File: config.mk
export PLATFORM = sky130hd
export DESIGN_NAME = ppe_fifo
export DESIGN_NICKNAME = d
export VERILOG_FILES = /design/src/sv/ppe_pkg.sv /design/src/sv/ppe_fifo.sv
export VERILOG_INCLUDE_DIRS = /design/src /design/src/sv
export SDC_FILE = /design/constraint.sdc
export NUM_CORES = 1
export LEC_CHECK = 0
export BUFFER_PORTS_ARGS = -buffer_cell sky130_fd_sc_hd__buf_2
export CORE_MARGIN = 3
export CORE_UTILIZATION = 56
export DETAILED_ROUTE_END_ITERATION = 10
export PLACE_DENSITY_LB_ADDON = 0.08
export SYNTH_ARGS = -nofsm -noshare
export SYNTH_HDL_FRONTEND = slang
export SYNTH_SLANG_ARGS = --single-unit
File: constraint.sdc
create_clock -name clk -period 4.6 [get_ports clk]
set_clock_uncertainty 0.1 [all_clocks]
set_input_delay 0.23 -clock clk [delete_from_list [all_inputs] [get_ports clk]]
set_output_delay 0.23 -clock clk [all_outputs]
set_load 0.02 [all_outputs]
File: src/sv/assert_macros.svh
// Assertion macros shared by the expander RTL.
// Expects clk and rst_n in the scope of use.
`ifndef ASSERT_MACROS_SVH
`define ASSERT_MACROS_SVH

// condition holds at every clock edge out of reset
`define ASSERT_ALWAYS(lbl, cond, msg) \
  lbl: assert property (@(posedge clk) disable iff (!rst_n) (cond)) else $error(msg);

// antecedent implies consequent in the same cycle
`define ASSERT_IMPLIES(lbl, ante, cons, msg) \
  lbl: assert property (@(posedge clk) disable iff (!rst_n) (ante) |-> (cons)) else $error(msg);

`endif

File: src/sv/ppe_pkg.sv
// Types, register codes and helper functions of the packed pixel palette expander.
// No dependencies; imported by every module of the block.
`timescale 1ns / 1ps
`default_nettype none

package ppe_pkg;

  localparam int CFG_AW = 5;
  localparam int QDEPTH = 4;
  localparam int QAW    = 2;

  localparam logic KIND_PALETTE = 1'b0;
  localparam logic KIND_PIXEL   = 1'b1;

  typedef enum logic [2:0] {
    REG_FB_WIDTH        = 3'd0,
    REG_ORIGIN_X        = 3'd1,
    REG_ORIGIN_Y        = 3'd2,
    REG_RECT_WIDTH      = 3'd3,
    REG_RECT_HEIGHT     = 3'd4,
    REG_PIX_DEPTH       = 3'd5,
    REG_ROW_START_SHIFT = 3'd6,
    REG_BYTES_PER_ROW   = 3'd7
  } ppe_reg_e;

  typedef struct packed {
    logic        kind;
    logic [7:0]  palette_index;
    logic [15:0] palette_color;
    logic [7:0]  pixel_byte;
  } ppe_in_t;

  typedef struct packed {
    logic [19:0] fb_address;
    logic [15:0] pixel_color;
    logic        last_pixel;
  } ppe_out_t;

  typedef struct packed {
    logic [10:0] fb_width;
    logic [9:0]  origin_x;
    logic [9:0]  origin_y;
    logic [10:0] rect_width;
    logic [10:0] rect_height;
    logic [3:0]  pix_depth;
    logic [2:0]  row_start_shift;
    logic [10:0] bytes_per_row;
  } ppe_cfg_t;

  // one queued command: palette write or classified pixel byte
  typedef struct packed {
    logic        kind;
    logic [7:0]  pal_index;
    logic [15:0] pal_color;
    logic [7:0]  data;
    logic [2:0]  shift;
    logic [3:0]  count;
    logic [10:0] col;
    logic [10:0] row;
    logic        last_row;
  } ppe_cmd_t;

  function automatic logic [3:0] clamp_bpp(input logic [3:0] v);
    if (v == 4'd0) return 4'd1;
    if (v > 4'd8) return 4'd8;
    return v;
  endfunction

  function automatic logic [10:0] clamp_bpr(input logic [10:0] v);
    if (v == 11'd0) return 11'd1;
    if (v > 11'd1024) return 11'd1024;
    return v;
  endfunction

  // pixels in a byte starting at shift: shift / bpp + 1
  function automatic logic [3:0] pix_count(input logic [2:0] shift, input logic [3:0] bpp);
    logic [3:0] n;
    n = 4'd1;
    for (int k = 1; k < 8; k++) begin
      if (6'(k) * {2'b00, bpp} <= {3'b000, shift}) n = n + 4'd1;
    end
    return n;
  endfunction

endpackage

`default_nettype wire

File: src/sv/ppe_fifo.sv
// Short command queue between front and back end.
// Depends on ppe_pkg and assert_macros.svh.
`timescale 1ns / 1ps
`default_nettype none
`include "assert_macros.svh"

module ppe_fifo (
  input  logic              clk,
  input  logic              rst_n,
  input  logic              push,
  input  ppe_pkg::ppe_cmd_t cmd_in,
  output logic              full,
  input  logic              pop,
  output ppe_pkg::ppe_cmd_t cmd_out,
  output logic              not_empty
);
  import ppe_pkg::*;

  ppe_cmd_t       slot_r [QDEPTH];
  logic [QAW-1:0] wr_ptr_r, rd_ptr_r;
  logic [QAW:0]   cnt_r, cnt_nxt;
  logic           do_pop;

  assign full      = cnt_r == (QAW+1)'(QDEPTH);
  assign not_empty = cnt_r != '0;
  assign cmd_out   = slot_r[rd_ptr_r];
  assign do_pop    = pop && not_empty;

  always_comb begin
    cnt_nxt = cnt_r;
    if (push && !do_pop) cnt_nxt = cnt_r + 1'b1;
    else if (!push && do_pop) cnt_nxt = cnt_r - 1'b1;
  end

  always_ff @(posedge clk) begin
    if (!rst_n) begin
      wr_ptr_r <= '0;
      rd_ptr_r <= '0;
      cnt_r    <= '0;
    end else begin
      if (push) wr_ptr_r <= wr_ptr_r + 1'b1;
      if (do_pop) rd_ptr_r <= rd_ptr_r + 1'b1;
      cnt_r <= cnt_nxt;
    end
  end

  always_ff @(posedge clk) begin
    if (push) slot_r[wr_ptr_r] <= cmd_in;
  end

  `ASSERT_ALWAYS(a_no_overfill, cnt_r <= (QAW+1)'(QDEPTH), "queue count above depth")
  `ASSERT_IMPLIES(a_no_push_full, full, !push, "transfer pushed into full queue")

endmodule

`default_nettype wire

Yosys cells after proc, flatten, opt, wreduce, memory -nomap -nowiden
Memory sizes are Yosys's and may differ from the RTL's. A register that Yosys moved wholly into a read port is not among the register bits.
Cells that the tools add are included.
{"block": "word_totals", "regBits": 7, "input_bits": 67, "ram_bits": 252, "mem_count": 1}
{"block": "classes", "add_sub_neg": 4, "reduce_logical": 7, "n_mux": 6, "eq_ne": 1}
{"memory": "slot_r", "depth": 4, "width": 63, "read_ports": 1, "rd_clocked_by_memory_dff": 1, "write_ports": 1, "line": "ppe_fifo.sv:19", "source": "ppe_cmd_t slot_r [QDEPTH];"}
{"operator": "$mux 3", "n": 2}
{"operator": "$add 2x1->2 const B", "n": 2}
{"operator": "$mux 2", "n": 2}
{"operator": "$add 3x1->3 const B", "n": 1}
{"operator": "$eq 3x3->1 const B", "n": 1}
{"operator": "$logic_and 1x1->1", "n": 3}
{"operator": "$reduce_bool 3->1", "n": 1}
{"operator": "$sub 3x1->3 const B", "n": 1}
{"operator": "$logic_not 1->1", "n": 2}
{"operator": "$mux 1", "n": 2}
{"operator": "$reduce_bool 2->1", "n": 1}

Logic depth before layout (Yosys ltp)
{"block": "depth", "word_depth": 5, "ltp_mapped": 7}

Worst setup path after synthesis
OpenSTA, ideal clock, no wires.
{"block": "synth_timing", "path_kind": "reg2reg", "start": "register wr_ptr_r[0]", "end": "memory slot_r[0][0] (netlist bit) (enable)", "path_slack_ps": 2049, "arrival_ps": 2024, "stages_incl_launch_ff": 4, "required_time_ps": 4073, "period_less_slack_ps": 2551, "n_path_buf": 0, "cell_sequence": "dfxtp_1 > inv_1 > ha_1 > and2_1"}
{"element": "start, declared", "line": "ppe_fifo.sv:20", "source": "logic [QAW-1:0] wr_ptr_r, rd_ptr_r;"}
{"element": "start signal, assigned", "line": "ppe_fifo.sv:41", "source": "if (push) wr_ptr_r <= wr_ptr_r + 1'b1;"}
{"element": "end, declared", "line": "ppe_fifo.sv:19"}
No word-level cell before the write port.

==> reports/results.ini <==
[sta]
setup_tns_ns=0
post-route-period-util=0.655
setup-violations-final=0
final_max_slew_viol_count=0
fmax_mhz=332
tightest_slew_ns=1.00
fin_crit_ns=3.01
relSlewSlack=0.330
rsz0062_at_grt=no
fin_ws_ns=1.59
hold_viol=0

[setup_path]
critPathMaxStageDelay_ns=1.01
crit_chain=buf_4 > mux4_2 > buf_2
crit_family=flip-flops
crit_arrival_ns=2.68
cp-start-kind=flop
crit_fanout=49
worstSetupEndpointType=primary output
critPathKind=flop to primary output
cp_num_buf_inv=2
cp_slowest_cell=dfxtp_4
cp.required_ns=4.27

[detailed_routing]
dr.pass1.iters=4
ant_nets=0
vias_per_cell=5.46
wl_per_cell_um=20.2
vias=4461
drc_errors=0
drt_iter0_drc=309
wl_mm=16.5

[synthesis]
synth_compound_area_frac=0.00351
ys_types=22
synth_nets=445
synth_top_family_by_area=multiplexers
avgSynthCellArea_um2=25.9
synth_xor_area_frac=0.00455
synthCells=372
synth_mux_area_frac=0.151
synth-simple-area-share=0.00923
synth-warning-count=0
yosys_register_bits=261
synthesis.area_um2=9620
seq_area_frac_synth=0.805
synthAdderAreaFrac=0.00858

[clock_tree]
clock_path_buffers=3
h-tree-depth=1
cts_num_sinks=261
cts_buffers=25
cts-root-buf=clkbuf_16
path_clk_slew_ns=0.06
clkLatencyLatePin_ns=0.50
post_cts_buffers=0
tritoncts=done

[flow_run]
maxCapViolCount=0

[worst_hold_path]
min_path_type=input port to flop

[global_route]
grt_pass1_vias=4884
grt_pass1_wl_mm=25.6
grt_start_max_net_pins=64
track_usage=0.181
antenna_found_initial=0
gr-total-overflow=0

[cells_and_area]
drive_above_1_share=0.389
diodes=0
area_growth_pct=22.5
nNetsFinal=654

[pwr]
switching_power_mw=1.63
leakagePower_nw=4.01
powerDensity_nw_per_um2=514
clock_power_share=0.304
p_int_mw=4.44
fin_total_pwr_mw=6.06
p_sw_frac=0.268
p_comb_frac=0.209
max-vdd-ir-drop_uv=356
pwr-share-seq=0.487

[floorplan]
start_util=0.576
rows=47
coreArea_um2=16700
pin_count=132
fp.dieH_um=137
die_w_um=137
die-area_um2=18800

[placement]
place_ws_ns=1.99
gp_congestion=0.713
portBuffers=131
dp_hpwl_mm=8.89

[run_status]
status=completed

[layout by cell type (no fill, tap or decap), types with 2 or more instances in the layout]
cell	count
clkbuf_16	25
nor2b_1	2
mux2i_1	2
dlygate4sd3_1	64
clkinv_2	4
xnor2_1	3
dfxtp_1	7
and2_1	5
clkbuf_1	4
clkinv_1	6
edfxtp_1	252
or3_1	2
ha_1	5
clkinvlp_4	3
dfxtp_4	2
mux4_2	60
xor2_1	2
and2_4	4
inv_1	3
mux4_1	3
buf_2	131
[power by group through the flow]
| stage | Combinational, mW | Sequential [mW] | Clock (mW) |
|---|---|---|---|
| floorplan | 1.13 | 2.83 | 0 |
| global route | 1.35 | 3.00 | 1.98 |
| global placement | 1.23 | 3.01 | 0 |
| CTS | 1.29 | 2.97 | 1.89 |
| detailed placement | 1.24 | 3.02 | 0 |
| finish | 1.27 | 2.96 | 1.84 |
[layer usage]
metal	up-vias	track usage	wire (um)
li1	2015	-	-
met1	2295	0.240	6630
met5	-	0	0
met4	0	0.0576	338
met2	123	0.308	8630
met3	28	0.0368	931
[final timing paths]
kind	startpoint	endpoint	slack, ns	cells after the start
worst min register to register	cnt_r[2]	cnt_r[2]	0.45	2
worst min-delay path	push	wr_ptr_r[1]	0.03	3
worst max register to register	cnt_r[1]	cnt_r[2]	2.39	7
worst max-delay path	flop	cmd_out[40]	1.59	3
[kinds of logic (layout without fill, tap and decap cells)]
group | Yosys count | in the layout
DFF | 261 | 261
muxes | 65 | 65
buffers and inverters | 17 | 242
and+or+nand+nor | 14 | 14
adders and majority gates | 6 | 6
xor gates and xnor gates | 5 | 5
AOI/OAI and AO/OA | 4 | 4
[cells in the mapped netlist (all sizes together)]
master / instances / share of area
xnor2: 3 / 0.0027
fa: 1 / 0.0021
nor2b: 2 / 0.0013
dfxtp: 9 / 0.019
o311ai: 1 / 0.00091
nor3b: 1 / 0.00078
o31ai: 1 / 0.0013
buf: 13 / 0.017
o21ai: 1 / 0.00052
inv: 3 / 0.0012
and2: 9 / 0.0059
ha: 5 / 0.0065
or3: 2 / 0.0013
edfxtp: 252 / 0.79
mux4: 63 / 0.15
xor2: 2 / 0.0018
mux2i: 2 / 0.0021
a21boi: 1 / 0.00078
clkbuf: 1 / 0.00039
[final cells by class]
type | count | area [um^2]
clock buffer | 29 | 641
clock inverter | 14 | 95.1
fill | 1069 | 4910
inverter | 3 | 11.3
multi-input combinational | 94 | 1710
sequential | 261 | 7750
tap | 220 | 275
timing repair buffer | 196 | 1300
[through the flow]
step	hold slack [ns]	util	std cells	area, um^2
floorplan	0.229	-	372	9620
global placement	0.340	0.624	710	10400
detailed placement	0.346	0.624	710	10400
CTS	0.00269	0.706	817	11800
global route	0.0785	0.706	817	11800
finish	0.0256	0.706	817	11800
[what timing repair did]
action,in CTS,in global routing
hold buffers,64,0
resized for setup,0,0
hold endpoints to repair,261,0
[worst reg2reg max path, stage by stage, from the launching register on]
cell,delay [ns]
dfxtp_1,0.37
o31ai_2,0.32
ha_1,0.25
inv_1,0.07
fa_1,0.37
xor2_1,0.18
or3_1,0.31
a21boi_0,0.17
[state kept, by name, indices dropped and copies added (netlist names), named ones only]
register and cells:
slot_r 252, cnt_r 3, rd_ptr_r 2, wr_ptr_r 2
Power figures use the tool's default switching activity.
