===== config.mk =====
export PLATFORM = sky130hd
export DESIGN_NAME = ppe_front
export DESIGN_NICKNAME = d
export VERILOG_FILES = /design/src/sv/assert_macros.svh /design/src/sv/ppe_pkg.sv /design/src/sv/ppe_front.sv
export SDC_FILE = /design/constraint.sdc
export NUM_CORES = 1
export LEC_CHECK = 0
export BUFFER_PORTS_ARGS = -buffer_cell sky130_fd_sc_hd__buf_4
export CAP_MARGIN = 10
export CORE_AREA = 2 2 127 129
export CTS_BUF_LIST = sky130_fd_sc_hd__clkbuf_16
export DETAILED_ROUTE_END_ITERATION = 16
export DIE_AREA = 0 0 129 131
export GPL_TIMING_DRIVEN = 0
export PLACE_DENSITY = 0.58
export RECOVER_POWER = 50
export SKIP_LAST_GASP = 1
export SLEW_MARGIN = 5
export SYNTH_ARGS = -nofsm -noshare
export SYNTH_HDL_FRONTEND = slang
export SYNTH_SLANG_ARGS = --single-unit

===== constraint.sdc =====
create_clock -name clk -period 9.1 [get_ports clk]
set_input_delay 1.365 -clock clk [delete_from_list [all_inputs] [get_ports clk]]
set_output_delay 1.365 -clock clk [all_outputs]
set_load 0.1 [all_outputs]

===== src/sv/assert_macros.svh =====
// Assertion macros shared by the expander RTL.
// Expects clk and rst_n in the scope of use.
`ifndef ASSERT_MACROS_SVH
`define ASSERT_MACROS_SVH

// condition holds at every clock edge out of reset
`define ASSERT_ALWAYS(lbl, cond, msg) \
  lbl: assert property (@(posedge clk) disable iff (!rst_n) (cond)) else $error(msg);

// antecedent implies consequent in the same cycle
`define ASSERT_IMPLIES(lbl, ante, cons, msg) \
  lbl: assert property (@(posedge clk) disable iff (!rst_n) (ante) |-> (cons)) else $error(msg);

`endif


===== src/sv/ppe_pkg.sv =====
// Types, register codes and helper functions of the packed pixel palette expander.
// No dependencies; imported by every module of the block.
`timescale 1ns / 1ps
`default_nettype none

package ppe_pkg;

  localparam int CFG_AW = 5;
  localparam int QDEPTH = 4;
  localparam int QAW    = 2;

  localparam logic KIND_PALETTE = 1'b0;
  localparam logic KIND_PIXEL   = 1'b1;

  typedef enum logic [2:0] {
    REG_FB_WIDTH        = 3'd0,
    REG_ORIGIN_X        = 3'd1,
    REG_ORIGIN_Y        = 3'd2,
    REG_RECT_WIDTH      = 3'd3,
    REG_RECT_HEIGHT     = 3'd4,
    REG_PIX_DEPTH       = 3'd5,
    REG_ROW_START_SHIFT = 3'd6,
    REG_BYTES_PER_ROW   = 3'd7
  } ppe_reg_e;

  typedef struct packed {
    logic        kind;
    logic [7:0]  palette_index;
    logic [15:0] palette_color;
    logic [7:0]  pixel_byte;
  } ppe_in_t;

  typedef struct packed {
    logic [19:0] fb_address;
    logic [15:0] pixel_color;
    logic        last_pixel;
  } ppe_out_t;

  typedef struct packed {
    logic [10:0] fb_width;
    logic [9:0]  origin_x;
    logic [9:0]  origin_y;
    logic [10:0] rect_width;
    logic [10:0] rect_height;
    logic [3:0]  pix_depth;
    logic [2:0]  row_start_shift;
    logic [10:0] bytes_per_row;
  } ppe_cfg_t;

  // one queued command: palette write or classified pixel byte
  typedef struct packed {
    logic        kind;
    logic [7:0]  pal_index;
    logic [15:0] pal_color;
    logic [7:0]  data;
    logic [2:0]  shift;
    logic [3:0]  count;
    logic [10:0] col;
    logic [10:0] row;
    logic        last_row;
  } ppe_cmd_t;

  function automatic logic [3:0] clamp_bpp(input logic [3:0] v);
    if (v == 4'd0) return 4'd1;
    if (v > 4'd8) return 4'd8;
    return v;
  endfunction

  function automatic logic [10:0] clamp_bpr(input logic [10:0] v);
    if (v == 11'd0) return 11'd1;
    if (v > 11'd1024) return 11'd1024;
    return v;
  endfunction

  // pixels in a byte starting at shift: shift / bpp + 1
  function automatic logic [3:0] pix_count(input logic [2:0] shift, input logic [3:0] bpp);
    logic [3:0] n;
    n = 4'd1;
    for (int k = 1; k < 8; k++) begin
      if (6'(k) * {2'b00, bpp} <= {3'b000, shift}) n = n + 4'd1;
    end
    return n;
  endfunction

endpackage

`default_nettype wire


===== src/sv/ppe_front.sv =====
// Front end: accepts input transfers, tracks row/column/byte position and
// classifies each byte into a command for the queue. Depends on ppe_pkg.
`timescale 1ns / 1ps
`default_nettype none

module ppe_front (
  input  logic              clk,
  input  logic              rst_n,
  input  ppe_pkg::ppe_cfg_t cfg,
  input  logic              cfg_wr,
  input  logic              in_valid,
  output logic              in_stall,
  input  ppe_pkg::ppe_in_t  in_data,
  input  logic              q_full,
  output logic              q_push,
  output ppe_pkg::ppe_cmd_t q_cmd
);
  import ppe_pkg::*;

  logic [10:0] row_r, row_nxt;
  logic [10:0] col_r, col_nxt;
  logic [9:0]  byte_r, byte_nxt;

  logic [3:0]  bpp;
  logic [10:0] bpr;
  logic [2:0]  shift0;
  logic [3:0]  npix;
  logic        in_rect;
  logic [10:0] avail;
  logic [3:0]  emit;
  logic        row_end;
  logic [11:0] row_inc;
  logic        is_pixel;

  assign in_stall = q_full;
  assign q_push   = in_valid && !q_full;
  assign is_pixel = in_data.kind == KIND_PIXEL;

  assign bpp     = clamp_bpp(cfg.pix_depth);
  assign bpr     = clamp_bpr(cfg.bytes_per_row);
  assign shift0  = (byte_r == 10'd0) ? cfg.row_start_shift : 3'(4'd8 - bpp);
  assign npix    = pix_count(shift0, bpp);
  assign in_rect = row_r < cfg.rect_height;
  assign avail   = cfg.rect_width - col_r;
  assign emit    = !in_rect ? 4'd0 : ((avail < 11'(npix)) ? avail[3:0] : npix);
  assign row_end = ({1'b0, byte_r} + 11'd1) >= bpr;
  assign row_inc = {1'b0, row_r} + 12'd1;

  always_comb begin
    q_cmd.kind      = in_data.kind;
    q_cmd.pal_index = in_data.palette_index;
    q_cmd.pal_color = in_data.palette_color;
    q_cmd.data      = in_data.pixel_byte;
    q_cmd.shift     = shift0;
    q_cmd.count     = emit;
    q_cmd.col       = col_r;
    q_cmd.row       = row_r;
    q_cmd.last_row  = row_inc == {1'b0, cfg.rect_height};
  end

  always_comb begin
    row_nxt  = row_r;
    col_nxt  = col_r;
    byte_nxt = byte_r;
    if (cfg_wr) begin
      row_nxt  = 11'd0;
      col_nxt  = 11'd0;
      byte_nxt = 10'd0;
    end else if (q_push && is_pixel) begin
      if (row_end) begin
        byte_nxt = 10'd0;
        col_nxt  = 11'd0;
        row_nxt  = (row_inc >= {1'b0, cfg.rect_height}) ? 11'd0 : row_inc[10:0];
      end else begin
        byte_nxt = byte_r + 10'd1;
        col_nxt  = col_r + 11'(emit);
      end
    end
  end

  always_ff @(posedge clk) begin
    if (!rst_n) begin
      row_r  <= 11'd0;
      col_r  <= 11'd0;
      byte_r <= 10'd0;
    end else begin
      row_r  <= row_nxt;
      col_r  <= col_nxt;
      byte_r <= byte_nxt;
    end
  end

endmodule

`default_nettype wire


Word level (Yosys, flattened, before mapping). Index checks and enable logic that the tools add are counted. Widths: inputs -> output; s select.

Logic and storage cells: 69. Bits of input ports: 109. Output and inout port bits: 65. Register bits after elaboration: 32.

Equality and inequality tests: 1. $add $sub $neg: 12. Order comparisons: 13. Reduce and logical (&&, ||, !) cells: 8. Muxes and demuxes: 27. Bitwise logic cells: 1. $mul: 4.

Operators by type and width (number): $mux 11 (6); $mux 4 (12); $le 6x3->1 (5); $add 4x1->4 const B (6); $add 11x1->12 const B (1); $eq 12x11->1 (1); $ge 12x11->1 (1); $mul 3x4->6 const A (2); $add 10x1->11 const B (1); $add 11x4->11 (1); $ge 11x11->1 (1); $gt 11x11->1 const B (1); $logic_not 11->1 (1); $lt 11x11->1 (1); $lt 11x4->1 (1); $sub 11x11->11 (1); $add 10x1->10 const B (1); $logic_not 10->1 (1); $mux 10 (1); $mul 2x4->6 const A (1); $mux 1 (6); $le 5x3->1 (1); $mul 2x4->5 const A (1); $gt 4x4->1 const B (1); other kinds (10) (11).

Logic depth before layout (Yosys ltp). Gate-level depths: netlist (run 1).

Word-level depth: 26. Mapped depth: 44. Depth with buffers taken out: 43.

Worst setup path before layout (run 1). OpenSTA, ideal clock, no wires.

Kind: in2reg. Start point: input port cfg[16] (netlist name). End point: register col_r[9]. Buffers on the path: 1. Data arrival time: 12.525 ns. Path slack: -3.553 ns. Setup time: 0.128 ns. Stages on the path: 40. Data required time: 8.972 ns. Cells stage by stage: clkbuf_1 -> nor2_1 -> nor2_1 -> nor2_1 -> inv_1 -> mux2i_2 -> ha_1 -> nor2b_1 -> o21ai_0 -> a21oi_1 -> nor2_1 -> inv_1 -> fa_1 -> xor2_1 -> ha_1 -> mux2_2 -> ha_1 -> mux2_2 -> [... 4 more ...] -> ha_1 -> a21oi_1 -> nand3_1 -> nor3_1 -> nand3_1 -> mux2_2 -> a2111oi_0 -> a221oi_4 -> a211oi_1 -> ha_1 -> a21oi_1 -> inv_1 -> a21oi_1 -> nor3_1 -> and3_1 -> nand3_1 -> xnor2_1 -> nor2_1.

RTL lines: start: declaration (line ppe_front.sv:9) `input ppe_pkg::ppe_cfg_t cfg,`; end signal: assignment (line ppe_front.sv:88) `col_r <= col_nxt;`; end: declaration (line ppe_front.sv:21) `logic [10:0] col_r, col_nxt;`.

==> results.toml, run 1 <==
[synth]
synth_flop_cell = "dfxtp_1"
syn_nets = 783
synthCells = 597
ys_seq_area_frac = 0.139
netlist_area_sq_um = 4600
ys_types = 65
avgSynthCellArea_sq_um = 7.71
synth-warning-count = 0
ys_async_sr_fraction = 0
synth-seq-cells = 32
synth_edf_count = 0

[final_layout]
num-nets-final = 925
drive_gt1_frac = 0.289
fill_cells = 1629
fin_util = 0.414
area_growth_syn_to_layout_pct = 40.3
num_antenna_cells = 0
final_cells = 956

[setup_path]
end_kind = "output port"
crit_type = "in2out"
cp_data_required_time_ps = 7740
rr_startpoint = "byte_r[5]"
start_kind = "input pin"
r2r-end = "col_r[10]"
r2r_cells = 39
crit_fanout = 7
crit_top_cell = "ha_4"
arrival_ps = 7740
reg2reg_slack_ps = 520
cpPeakStageDelay_ps = 600
critical_path.slowest_cell = "fa_2"

[power_and_ir_drop]
p_leak_nw = 2.82
irDropWorstVdd_uv = 69.8
power_density_nw_per_um2 = 110

[placement]
dp_hpwl_um = 9560
dpl.cell_count = 922
routabilityCongestion = 0.796
portBuffers = 109

[clocking]
cts_tree = "built"
htree_levels = 2
cts_sinks = 32
clock_path_buffers = 2
worstSkewPairLatency_ps = 280
path_clk_slew_ps = 50
cts_buffers = 5
cts_root_buffer = "clkbuf_16"

[floorplanning]
chipWidth_um = 129
ios = 174
start_util = 0.295
die-area_sq_um = 16900
chipHeight_um = 131
rows = 46
core_sq_um = 15600

[sta]
fin_crit_ps = 9100
setup_viol = 1
hold_viol_final = 0
post-route-period-util = 1.00
rsz0062_at_grt = "yes"
relSlewSlack = 0.171
fmax_mhz = 110
worst_slack_ps = -0.647
finClkSkew_ps = 3.48
worst_pin_slew_ps = 1250
slew_viol_final = 0

[flow_run]
drv_cap = 0

[routing]
drtPass1Iterations = 4
vias = 4522
antenna_left = 0
routedWlPerCell_um = 12.7
via_per_inst = 4.73
drc_errors = 0
drt_iter0_drc = 190
totalWireLength_um = 12100

[global_routing]
antenna_found_initial = 0
overflow = 0
grt_pass1_wl_um = 19300
grt_pass1_vias = 4094
gr-usage-all-layers = 0.137
grt_max_degree = 11

[worst_hold_path]
hold_end = "byte_r[1]"
min_path_type = "reg2reg"
hold_start = "byte_r[1]"
hold_depth = 2

[status]
status = "finished, violations left"
violations = "negative setup slack"
## worst max-delay path by stage
stage	start	to	slack, ps	cells after the start
2_1_floorplan	cfg[16]	col_r[10]	-640	42
3_3_place_gp	cfg[17]	q_cmd[23]	-1100	31
3_5_place_dp	cfg[17]	q_cmd[23]	-1090	31
4_1_cts	cfg[17]	q_cmd[23]	-80	32
5_1_grt	cfg[17]	q_cmd[23]	-400	32
6_report	cfg[17]	q_cmd[23]	-0.6	32
## kinds of logic (layout without fill, tap and decap cells)
logic type,Yosys count,count (layout),synth area share
xor+xnor,46,46,0.0932
fa+ha+maj,77,77,0.221
buf+inv,106,249,0.114
mux,11,11,0.0255
compound gates,123,123,0.185
flops,32,32,0.139
simple gates,202,202,0.223
## synthesized netlist by cell type, drive strengths merged (8+ instances only)
library cell / instances / area, sq um
xor2: 18 / 158
inv: 52 / 195
nor3: 16 / 90.1
dfxtp: 32 / 641
a21o: 13 / 97.6
nor2b: 12 / 75.1
buf: 36 / 264
nand2b: 8 / 50.1
nor2: 38 / 143
nand2: 54 / 203
o21ai: 24 / 120
a21oi: 37 / 196
a32o: 8 / 80.1
mux2i: 8 / 83.8
nand3: 27 / 135
ha: 70 / 876
clkbuf: 17 / 63.8
xnor2: 28 / 272
## final cells by class
cell class                 instances  area, sq um  share of cell area
buffer                            53          370              0.0573
sequential                        32          641              0.0992
inverter                          53          203              0.0314
multi-input combinational        459         3910               0.605
clock inverter                     3         15.0             0.00232
tap                              216          270              0.0418
clock buffer                       5          125              0.0194
timing repair buffer             135          925               0.143
## timing repair
item	4_1_cts	5_1_grt
resized for setup	33	34
hold buffers	0	0
hold endpoints to repair	0	0
pin swaps	6	25
setup buffers	13	15
endpoints found under the setup margin	13	10
## layer usage
metal	share of wire	up-vias	wire [um]	GRT usage
li1	-	2349	-	-
met1	0.48	2072	5860	0.187
met2	0.47	96	5760	0.240
met3	0.038	5	461	0.0134
met4	0.0058	0	71	0.0179
met5	0	-	0	0
## worst max-delay path, delay by kind of cell
kind	cells	cell delay [ps]
xor+xnor	4	740
buf+inv	4	520
mux	3	820
fa+ha+maj	6	1810
compound gates	7	1110
simple gates	8	1330
## state kept, by name (all words and copies together), names as in the netlist
register  flops
byte_r       10
col_r        11
row_r        11
## placed cells by master, fill, tap and decap left out, types with 9 or more instances in the layout
cell      netlist  routed
nor2_1         38      34
xnor2_1        26      21
a21o_1         13      13
ha_4            0       9
o21ai_0        24      19
inv_1          52      47
nand2_1        54      53
buf_4          34     115
clkbuf_1       17      59
nor3_1         14      10
ha_1           70      59
nand3_1        27      24
xor2_1         18      17
a21oi_1        36      31
dfxtp_1        32      32
## report_power, final
group | leakage [nW] | internal (W) | total, W | switching, W
Sequential | 0.258 | 0.000141 | 0.000142 | 0.00000105
Clock | 0.0687 | 0.0000992 | 0.000160 | 0.0000609
Combinational | 2.50 | 0.000161 | 0.000406 | 0.000245
## per-stage QoR
stage | hold slack (ps) | setup WS [ps] | area [sq um] | setup TNS (ps) | total power [W]
after floorplan | 462 | -643 | 4860 | -3470 | 0.000425
after global placement | 484 | -1100 | 5950 | -9810 | 0.000496
after detailed placement | 488 | -1090 | 5950 | -9710 | 0.000499
after CTS | 495 | -84.0 | 6350 | -102 | 0.000701
after global routing | 531 | -398 | 6460 | -1850 | 0.000749
final | 493 | -0.647 | 6460 | -0.647 | 0.000708
No activity file was read; power rests on OpenSTA's default activity.
==> run 2: changes to the inputs <==
--- a/config.mk
+++ b/config.mk
@@ -7,12 +7,12 @@
 export LEC_CHECK = 0
 export BUFFER_PORTS_ARGS = -buffer_cell sky130_fd_sc_hd__buf_4
 export CAP_MARGIN = 10
-export CORE_AREA = 2 2 127 129
+export CORE_AREA = 2 2 104 106
 export CTS_BUF_LIST = sky130_fd_sc_hd__clkbuf_16
 export DETAILED_ROUTE_END_ITERATION = 16
-export DIE_AREA = 0 0 129 131
+export DIE_AREA = 0 0 106 108
 export GPL_TIMING_DRIVEN = 0
-export PLACE_DENSITY = 0.58
+export PLACE_DENSITY = 0.8
 export RECOVER_POWER = 50
 export SKIP_LAST_GASP = 1
 export SLEW_MARGIN = 5
==> run 2 against run 1 <==
  * The flow still finishes with violations (negative setup slack)
  * Critical path depth increased by 3
  * Clock power is essentially flat
  * Setup slack worse by 140 ps
  * Clock-buffer cell count did not move
  * Cell area decreased by 2.1%
  * Register-to-register slack worse by 230 ps
  * Highest routed layer unchanged
  * Cell count decreased by 7.9%
  * Via count increased by 6.2%
  * Non-clock buffer count increased by 5
  * Sequential share of layout area rose by 0.21 points
==> results.toml, run 2 (same netlist as run 1, synthesis figures left out) <==
[status]
status = "finished, violations left"
violations = "negative setup slack"

[floorplanning]
rows = 37
core_sq_um = 10200
chipWidth_um = 106
die-area_sq_um = 11400
ios = 174
start_util = 0.450
chipHeight_um = 108

[routing]
drt_iter0_drc = 225
drtPass1Iterations = 5
antenna_left = 0
totalWireLength_um = 12400
routedWlPerCell_um = 14.0
drc_errors = 0
vias = 4802
via_per_inst = 5.46

[clocking]
cts_root_buffer = "clkbuf_16"
htree_levels = 2
clock_path_buffers = 2
cts_tree = "built"
worstSkewPairLatency_ps = 280
path_clk_slew_ps = 50
cts_buffers = 5
cts_sinks = 32

[setup_path]
cp.depth = 35
critical_path.slowest_cell = "fa_2"
crit_fanout = 7
cp_num_buf_inv = 7
rr_startpoint = "byte_r[5]"
r2r_cells = 43
cpPeakStageDelay_ps = 390
start_kind = "input pin"
end_kind = "output port"
cp_data_required_time_ps = 7740
reg2reg_slack_ps = 290
crit_type = "in2out"
crit_start = "cfg[17]"
arrival_ps = 7880
crit_family = "adder cells"

[sta]
final.setup.tns_ps = -327
worst_pin_slew_ps = 1230
fin_crit_ps = 9240
hold_viol_final = 0
holdWs_ps = 515
setup_viol = 4
finClkSkew_ps = 8.56
relSlewSlack = 0.184
fmax_mhz = 108
slew_viol_final = 0
post-route-period-util = 1.02
worst_slack_ps = -142
rsz0062_at_grt = "yes"

[power_and_ir_drop]
power_density_nw_per_um2 = 113
p_leak_nw = 2.84
power.net_switching_w = 0.000310
p_sw_frac = 0.432
clkPwrFrac = 0.221
irDropWorstVdd_uv = 73.8
power.sequential.fraction = 0.198
p_int_w = 0.000407
combPwrFrac = 0.582

[flow_run]
drv_cap = 0

[global_routing]
grt_pass1_vias = 4607
grt_max_degree = 11
grt_pass1_wl_um = 20100
overflow = 0
gr-usage-all-layers = 0.208
antenna_found_initial = 0

[placement]
portBuffers = 109
dpl_cell_area_sq_um = 5850
dpl.cell_count = 842
dp_slack_ps = -1290
dp_hpwl_um = 9640
routabilityCongestion = 0.903

[worst_hold_path]
hold_depth = 2
hold_start = "byte_r[1]"
min_path_type = "reg2reg"

[final_layout]
final_cell_area_sq_um = 6320
final_cells = 880
area_growth_syn_to_layout_pct = 37.3
reg_top3 = "col_r (11), row_r (11), byte_r (10)"
register_area_sq_um = 641
final_common_cell = "buf_4"
final_cell_mix = "122 x buf_4, 61 x ha_1, 58 x clkbuf_1"
num_antenna_cells = 0
multi_input_area_sq_um = 3840
num-nets-final = 930
fill_cells = 884
drive_gt1_frac = 0.289
-- run 2: changes by cell type in the layout (fill, tap and decap cells not counted), sizes merged --
cell and change:
buf +6, clkinvlp -1, clkbuf -1
-- run 2: tightest hold or removal path: cells and delay by family, from the launching register on --
family / cells / cell delay, ps
AO/OA/AOI/OAI: 1 / 60
flip-flops: 1 / 340
AND/OR/NAND/NOR: 1 / 70
-- run 2: layer usage --
layer / global-route usage / routed length, um
met1: 0.240 / 5070
met2: 0.406 / 6480
met3: 0.0319 / 620
met4: 0.0385 / 193
met5: 0 / 0
-- run 2: final timing paths --
| kind | endpoint |
|---|---|
| worst min register to register | byte_r[1] |
| worst max-delay path | q_cmd[23] |
| worst min-delay path | byte_r[1] |
| worst max register to register | col_r[10] |
-- run 2: stage by stage --
step / utilization / power, W
2_1_floorplan: - / 0.000425
5_1_grt: 0.618 / 0.000755
6_report: 0.618 / 0.000717
3_5_place_dp: 0.572 / 0.000499
4_1_cts: 0.618 / 0.000702
3_3_place_gp: 0.572 / 0.000488
-- run 2: power by group through the flow --
| stage | Clock (W) | Combinational (W) | Sequential, W |
|---|---|---|---|
| finish | 0.000158 | 0.000417 | 0.000142 |
| global route | 0.000167 | 0.000447 | 0.000142 |
| CTS | 0.000158 | 0.000402 | 0.000142 |
| detailed placement | 0 | 0.000355 | 0.000145 |
| global placement | 0 | 0.000343 | 0.000145 |
| floorplan | 0 | 0.000278 | 0.000147 |
-- run 2: repair_timing --
item                                    CTS  global route
buffers inserted                         22             9
hold buffers                              0             0
resized for setup                        37            23
endpoints found under the setup margin   14            11
cloned                                    0             0
pin swaps                                20            16
-- run 2: cell type report --
cell class / instances / share of cell area
plain buffers: 53 / 0.0586
clock buffers: 5 / 0.0198
clock inverters: 2 / 0.00139
inverters: 53 / 0.0321
multi-input cells: 459 / 0.608
flip-flops and latches: 32 / 0.101
well taps: 136 / 0.0269
repair buffers: 140 / 0.152
==> run 3: changes to the inputs <==
--- a/config.mk
+++ b/config.mk
@@ -7,10 +7,10 @@
 export LEC_CHECK = 0
 export BUFFER_PORTS_ARGS = -buffer_cell sky130_fd_sc_hd__buf_4
 export CAP_MARGIN = 10
-export CORE_AREA = 2 2 104 106
+export CORE_AREA = 2 2 99 101
 export CTS_BUF_LIST = sky130_fd_sc_hd__clkbuf_16
 export DETAILED_ROUTE_END_ITERATION = 16
-export DIE_AREA = 0 0 106 108
+export DIE_AREA = 0 0 101 103
 export GPL_TIMING_DRIVEN = 0
 export PLACE_DENSITY = 0.8
 export RECOVER_POWER = 50
==> constraint.sdc (replaced) <==
create_clock -name clk -period 9 [get_ports clk]
set_input_delay 1.35 -clock clk [delete_from_list [all_inputs] [get_ports clk]]
set_output_delay 1.35 -clock clk [all_outputs]
set_load 0.1 [all_outputs]
==> run 3 against run 2 <==
  * The run still ends with negative setup slack left
  * Flip-flop and latch count stayed put
  * Via count is 0.31% lower
  * Die area is 9.1% lower
  * First-iteration DRC count is 36% lower
  * Core utilization is 5.6 points higher
  * Clock power hardly changed
  * Sequential share of layout area is 0.089 points lower
  * Wire length is 5.5% higher
  * Hold slack better by 15 ps
  * Critical path depth is 3 lower
  * Combinational power hardly changed
  * Cell area is 0.89% higher
  * Highest routed layer unchanged
==> results.toml, run 3 (same netlist as run 1, synthesis figures left out) <==
[final_layout]
fill_cells = 779
area_growth_syn_to_layout_pct = 38.6
final_common_cell = "buf_4"
final_cell_area_sq_um = 6380
num_antenna_cells = 0
reg_top3 = "col_r (11), row_r (11), byte_r (10)"
final_cell_mix = "129 x buf_4, 61 x ha_1, 58 x clkbuf_1"
register_area_sq_um = 641
num-nets-final = 937
multi_input_area_sq_um = 3870
drive_gt1_frac = 0.295

[routing]
via_per_inst = 5.53
met2_length_um = 6950
drtPass1Iterations = 4
drc_errors = 0
antenna_left = 0
drt-met1-wl_um = 5250
totalWireLength_um = 13000
routedWlPerCell_um = 15.1
vias = 4787
highest-signal-layer = "met4"
drt_iter0_drc = 143
routed-wl-met3_um = 571

[placement]
portBuffers = 109
dp_hpwl_um = 9780
dpl_cell_area_sq_um = 5830
routabilityCongestion = 0.864
dp_slack_ps = -1190

[setup_path]
crit_start = "cfg[17]"
cp_data_required_time_ps = 7650
end_kind = "output port"
cpPeakStageDelay_ps = 640
crit_family = "adder cells"
cp_num_buf_inv = 6
rr_startpoint = "byte_r[5]"
start_kind = "input pin"
critical_path.slowest_cell = "fa_2"
crit_fanout = 7
crit_top_cell = "nor3_2"
reg2reg_slack_ps = 170
arrival_ps = 7930
crit_type = "in2out"

[global_routing]
grt_max_degree = 11
grt_pass1_vias = 4567
antenna_found_initial = 0
grt_pass1_wl_um = 20400
gr-usage-all-layers = 0.239
overflow = 0

[clocking]
cts_tree = "built"
cts_root_buffer = "clkbuf_16"
path_clk_slew_ps = 50
htree_levels = 2
cts_buffers = 5
cts_sinks = 32
worstSkewPairLatency_ps = 280
clock_path_buffers = 2

[sta]
finClkSkew_ps = 4.47
relSlewSlack = 0.173
setup_viol = 5
fmax_mhz = 108
worst_slack_ps = -280
fin_crit_ps = 9280
slew_viol_final = 0
hold_viol_final = 0
holdWs_ps = 530
post-route-period-util = 1.03
rsz0062_at_grt = "yes"
worst_pin_slew_ps = 1250
final.setup.tns_ps = -900

[power_and_ir_drop]
power_density_nw_per_um2 = 113
power_w = 0.000718
irDropWorstVdd_uv = 81.8
p_leak_nw = 2.88

[worst_hold_path]
hold_start = "byte_r[1]"
min_path_type = "reg2reg"

[floorplanning]
die-area_sq_um = 10400
core_sq_um = 9460
rows = 36
start_util = 0.487
chipWidth_um = 101
ios = 174
chipHeight_um = 103

[status]
status = "finished, violations left"
violations = "negative setup slack"

[flow_run]
drv_cap = 0
run 3: worst paths after layout:
check	end	cells past startpoint
worst min register to register	byte_r[1]	2
worst min-delay path	byte_r[1]	2
worst max-delay path	q_cmd[23]	32
worst max register to register	col_r[10]	39
run 3: layer usage:
layer	vias to the layer above	GRT usage
met5	-	0
met4	0	0.0572
met3	23	0.0298
met2	133	0.455
met1	2251	0.284
li1	2380	-
run 3: area by class of cell:
class | instances | share of cell area
plain buffers | 53 | 0.0581
clock inverters | 3 | 0.00177
flip-flops and latches | 32 | 0.100
well taps | 114 | 0.0224
clock buffers | 5 | 0.0196
repair buffers | 147 | 0.159
inverters | 53 | 0.0324
multi-input cells | 459 | 0.606
run 3: worst register-to-register path, delay by kind of cell (launching register included):
family                     cells  cell delay, ps
muxes                          3             990
buffers and inverters          2             200
adders and majority gates      7            1910
AOI/OAI and AO/OA              8            1290
xor gates and xnor gates       5             950
and+or+nand+nor               14            2990
DFF                            1             360
run 3: report_power, final:
| group | switching (W) | internal [W] | total, W | leakage [nW] |
|---|---|---|---|---|
| clock | 0.0000584 | 0.0000993 | 0.000158 | 0.0738 |
| sequential | 0.000000932 | 0.000142 | 0.000143 | 0.258 |
| combinational | 0.000252 | 0.000165 | 0.000417 | 2.55 |
| total | 0.000312 | 0.000406 | 0.000718 | 2.88 |
run 3: repair_timing:
| item | in CTS | in global routing |
|---|---|---|
| buffers inserted | 30 | 9 |
| resized for setup | 42 | 18 |
| endpoints found under the hold margin | 0 | 0 |
| setup endpoints to repair | 14 | 11 |
| hold buffers | 0 | 0 |
| pin swaps | 12 | 23 |
run 3: per-stage QoR:
step / util / cells
after global routing: 0.674 / 866
after floorplan: - / 597
after CTS: 0.676 / 858
final: 0.674 / 866
after global placement: 0.616 / 820
after detailed placement: 0.616 / 820
